`src/hdl/s2l_div.sv`:
```
// Three-stage divider by a constant: reciprocal estimate, check product, small correction.
`timescale 1ns / 1ps
module s2l_div #(
    parameter int NW = 62,
    parameter int QW = 31,
    parameter int DW = 31,
    parameter logic [DW-1:0] DIVISOR = 1
) (
    input  logic          i_clk,
    input  logic          i_rst_n,
    input  logic          i_en,
    input  logic          i_valid,
    input  logic [NW-1:0] i_num,
    output logic          o_valid,
    output logic [QW-1:0] o_quot
);
    // numerator must stay below DIVISOR * 2^QW
    // estimate never exceeds the quotient and trails it by at most four

    localparam int SW = DW - 1;          // numerator bits dropped for the estimate
    localparam int PW = 31;              // reciprocal scale
    localparam int EW = NW - SW;         // estimate operand width
    localparam int RW = DW + 3;          // remainder width
    localparam logic [63:0] RECIP = (64'd1 << (SW + PW)) / 64'(DIVISOR);
    localparam logic [RW-1:0] D1 = RW'(DIVISOR);
    localparam logic [RW-1:0] D2 = D1 << 1;
    localparam logic [RW-1:0] D3 = D1 + D2;
    localparam logic [RW-1:0] D4 = D1 << 2;

    logic [EW-1:0]    w_est_in;
    logic [QW-1:0]    w_qe;
    logic [QW+DW-1:0] w_qd_full;
    logic [RW-1:0]    w_rem;
    logic [2:0]       w_fix;
    logic [EW+31:0]   r_prod;
    logic [RW-1:0]    r_n1;
    logic [RW-1:0]    r_n2;
    logic [QW-1:0]    r_qe;
    logic [RW-1:0]    r_qd;
    logic [QW-1:0]    r_q;
    logic             r_v1, r_v2, r_v3;

    assign w_est_in  = i_num[NW-1:SW];
    assign w_qe      = r_prod[PW +: QW];
    assign w_qd_full = w_qe * DIVISOR;

    // remainder is below 5 * DIVISOR, so its low bits are exact
    always_comb begin
        w_rem = r_n2 - r_qd;
        w_fix = 3'(w_rem >= D1) + 3'(w_rem >= D2) + 3'(w_rem >= D3) + 3'(w_rem >= D4);
    end

    always_ff @(posedge i_clk) begin
        if (i_en) begin
            r_prod <= w_est_in * RECIP[31:0];
            r_n1   <= i_num[RW-1:0];
            r_qe   <= w_qe;
            r_qd   <= w_qd_full[RW-1:0];
            r_n2   <= r_n1;
            r_q    <= r_qe + QW'(w_fix);
        end
    end

    always_ff @(posedge i_clk) begin
        if (!i_rst_n) begin
            r_v1 <= 1'b0;
            r_v2 <= 1'b0;
            r_v3 <= 1'b0;
        end else if (i_en) begin
            r_v1 <= i_valid;
            r_v2 <= r_v1;
            r_v3 <= r_v2;
        end
    end

    assign o_valid = r_v3;
    assign o_quot  = r_q;

endmodule

```
`config.mk`:
```
export PLATFORM = sky130hd
export DESIGN_NAME = s2l_div
export DESIGN_NICKNAME = d
export VERILOG_FILES = /design/src/hdl/s2l_div.sv
export SDC_FILE = /design/constraint.sdc
export NUM_CORES = 1
export LEC_CHECK = 0
export BUFFER_PORTS_ARGS = -buffer_cell sky130_fd_sc_hd__clkbuf_2
export CAP_MARGIN = 20
export CORE_ASPECT_RATIO = 0.7
export CORE_MARGIN = 3
export CORE_UTILIZATION = 48
export CTS_CLUSTER_SIZE = 24
export DETAILED_ROUTE_END_ITERATION = 10
export GPL_TIMING_DRIVEN = 0
export PLACE_DENSITY = 0.82
export SETUP_SLACK_MARGIN = 0.05
export SYNTH_ARGS = -nofsm -noshare
export SYNTH_HDL_FRONTEND = slang
export SYNTH_SLANG_ARGS = --single-unit
```
`constraint.sdc`:
```
create_clock -name i_clk -period 2.5 [get_ports i_clk]
set_input_delay 0 -clock i_clk [delete_from_list [all_inputs] [get_ports i_clk]]
set_output_delay 0 -clock i_clk [all_outputs]
set_load 0.005 [all_outputs]
```
==> results.json <==
{
  "cp-end-kind": "flip-flop",
  "p_int_uw": 2110,
  "vias_per_cell": 4.23,
  "min_from": "i_num[33]",
  "post_cts_buffers": 0,
  "p_sw_frac": 0.192,
  "antennaDiodeCount": 0,
  "critPathLaunchType": "flip-flop",
  "clk_latency_ns": 0.34,
  "p_comb_frac": 0.059,
  "setup_violations": 0,
  "drtAntennaViolNets": 0,
  "status": "finished, final reports clean",
  "die_h_um": 67.5,
  "grt_pass1_vias": 1299,
  "cts_tree": "done",
  "fin_skew_ns": 0.00834,
  "core-area_sq_um": 4990,
  "layout.nets": 312,
  "wire_per_inst_um": 12.9,
  "synth_cell_type_count": 14,
  "portBuffers": 41,
  "cts_inserted_buffers": 9,
  "grt_pass1_wl_um": 5880,
  "fin_util": 0.725,
  "worstSetupPathType": "flip-flop to flip-flop",
  "drc_errors": 0,
  "cp.depth": 6,
  "worstPathRequired_ns": 2.59,
  "crit_path_frequent_cell": "ha_1",
  "clockBufferDepth": 2,
  "p_per_area_nw_per_um2": 723,
  "min_period_over_period": 0.932,
  "mostFrequentLayoutCells": "edfxtp_1 (71), clkbuf_2 (40), dlygate4sd3_1 (36), buf_4 (28), conb_1 (28)",
  "cp_slowest_cell": "fa_1",
  "cp_slowest_stage_delay_ns": 0.49,
  "die_area_sq_um": 6340,
  "htree_levels": 3,
  "fmax_mhz": 429,
  "period_needed_ns": 2.33,
  "drt_iter0_drc": 43,
  "power_uw": 2620,
  "track_usage": 0.135,
  "ys_ff_latch": 74,
  "dpl-instance-area_sq_um": 2990,
  "clk_pin_slew_worst_paths_ns": 0.07,
  "root_buffer": "clkbuf_8",
  "maxSlewViolCount": 0,
  "rr_worst_depth": 6,
  "power_switching_uw": 503,
  "synthCells": 128,
  "crit_start": "r_n2[13]$_DFFE_PP_",
  "antenna_found_initial": 0,
  "crit_family": "adder cells",
  "yosys_warnings": 0,
  "tns_ns": 0,
  "grt_max_degree": 75,
  "clock-sinks": 74,
  "start_util": 0.520,
  "layout_commonest_cell": "edfxtp_1",
  "ys_seq_area_frac": 0.844,
  "rows": 21,
  "maxCapViolations": 0,
  "area_growth_pct": 39.3,
  "clkPwrFrac": 0.372,
  "hold_viol": 0,
  "rr_startpoint": "r_n2[13]$_DFFE_PP_",
  "p_leak_uw": 0.00145,
  "final_cell_area_sq_um": 3620,
  "wirelength_um": 4070,
  "synth_area_per_cell_sq_um": 20.3,
  "finalWeightedCongestion": 0.655,
  "irDropWorstVdd_mv": 0.550,
  "tightest_slew_ns": 0.962,
  "first_pass_iters": 4,
  "grt_remaining_overflow": 0,
  "hp-class": "primary input to flip-flop",
  "vias": 1338,
  "critPathArrivalTime_ns": 2.42,
  "holdPathStages": 2,
  "path_cells": "nor4_2 > and4_4 > nand3_1 > fa_1 > ha_1 > ha_1",
  "rsz0062_at_grt": "false",
  "die_w_um": 93.9,
  "io_pins": 98,
  "path_buf_inv": 0,
  "syn-cell-area_sq_um": 2600,
  "post-dp-hpwl_um": 2170,
  "relSlewSlack": 0.359,
  "path_max_fanout": 4,
  "p_seq_frac": 0.569,
  "drive_gt1_frac": 0.372
}
==> registers in the layout, indices dropped and copies added, names as in the netlist <==
register / count
r_n1: 34
r_n2: 34
o_quot: 3
o_valid: 1
r_v1: 1
r_v2: 1
==> stage by stage <==
| step | cells | worst slack, ns | hold WS [ns] |
|---|---|---|---|
| final | 316 | 0.170 | 0.371 |
| after global routing | 316 | 0.0398 | 0.365 |
| after CTS | 316 | 0.0629 | 0.356 |
| after detailed placement | 265 | 0.0855 | 0.179 |
| after global placement | 265 | 0.112 | 0.177 |
| after floorplan | 155 | 0.361 | 0.0989 |
==> kinds of logic after synthesis <==
logic type                 synth area share
DFF                                   0.844
buffers and inverters                0.0810
and+or+nand+nor                      0.0443
muxes                                0.0116
adders and majority gates            0.0173
other                               0.00144
==> worst register-to-register path: cells and delay by family (launching register included) <==
kind / cells / cell delay, ns
adders and majority gates: 3 / 0.97
DFF: 1 / 0.39
and+or+nand+nor: 3 / 0.73
==> cells in the mapped netlist (all sizes together) <==
cell type / number / area (sq um)
nand2: 2 / 7.51
and4: 2 / 17.5
nor4: 8 / 50.1
fa: 1 / 20.0
nor2b: 3 / 18.8
conb: 1 / 3.75
edfxtp: 71 / 2130
nand3b: 1 / 7.51
dfxtp: 3 / 60.1
mux2i: 3 / 30.0
nor2: 1 / 3.75
nand3: 2 / 10.0
buf: 28 / 210
ha: 2 / 25.0
==> metal layers <==
layer	part of all wire	wire length [um]	vias up	track usage
met2	0.53	2150	65	0.235
met5	0	0	-	0
met4	0.019	76	0	0.0721
met3	0.096	390	12	0.0735
met1	0.36	1450	600	0.131
li1	-	-	661	-
==> worst paths after layout <==
| check | endpoint | slack [ns] |
|---|---|---|
| worst min register to register | r_n2[20]$_DFFE_PP_ | 0.42 |
| worst max-delay path | o_quot[1]$_DFFE_PP_ | 0.17 |
| worst min-delay path | r_n1[33]$_DFFE_PP_ | 0.37 |
| worst max register to register | o_quot[1]$_DFFE_PP_ | 0.17 |
==> power groups by stage <==
stage | sequential, uW | clock, uW | combinational [uW]
after floorplan | 1500 | 0 | 48.1
after global placement | 1510 | 0 | 98.9
after detailed placement | 1510 | 0 | 102
after CTS | 1480 | 985 | 146
after global routing | 1500 | 1040 | 169
final | 1490 | 974 | 154
==> area by class of cell <==
type | instances | area, sq um
Tap cell | 69 | 86.3
Fill cell | 297 | 1380
Buffer | 28 | 210
Sequential cell | 74 | 2190
Clock inverter | 6 | 91.3
Timing Repair Buffer | 77 | 568
Clock buffer | 9 | 124
Multi-Input combinational cell | 53 | 345
==> timing repair <==
action	4_1_cts	5_1_grt
endpoints found under the hold margin	37	0
hold buffers	36	0
gates resized for setup	0	9
setup endpoints to repair	0	2
(Power assumes the default switching activity.)
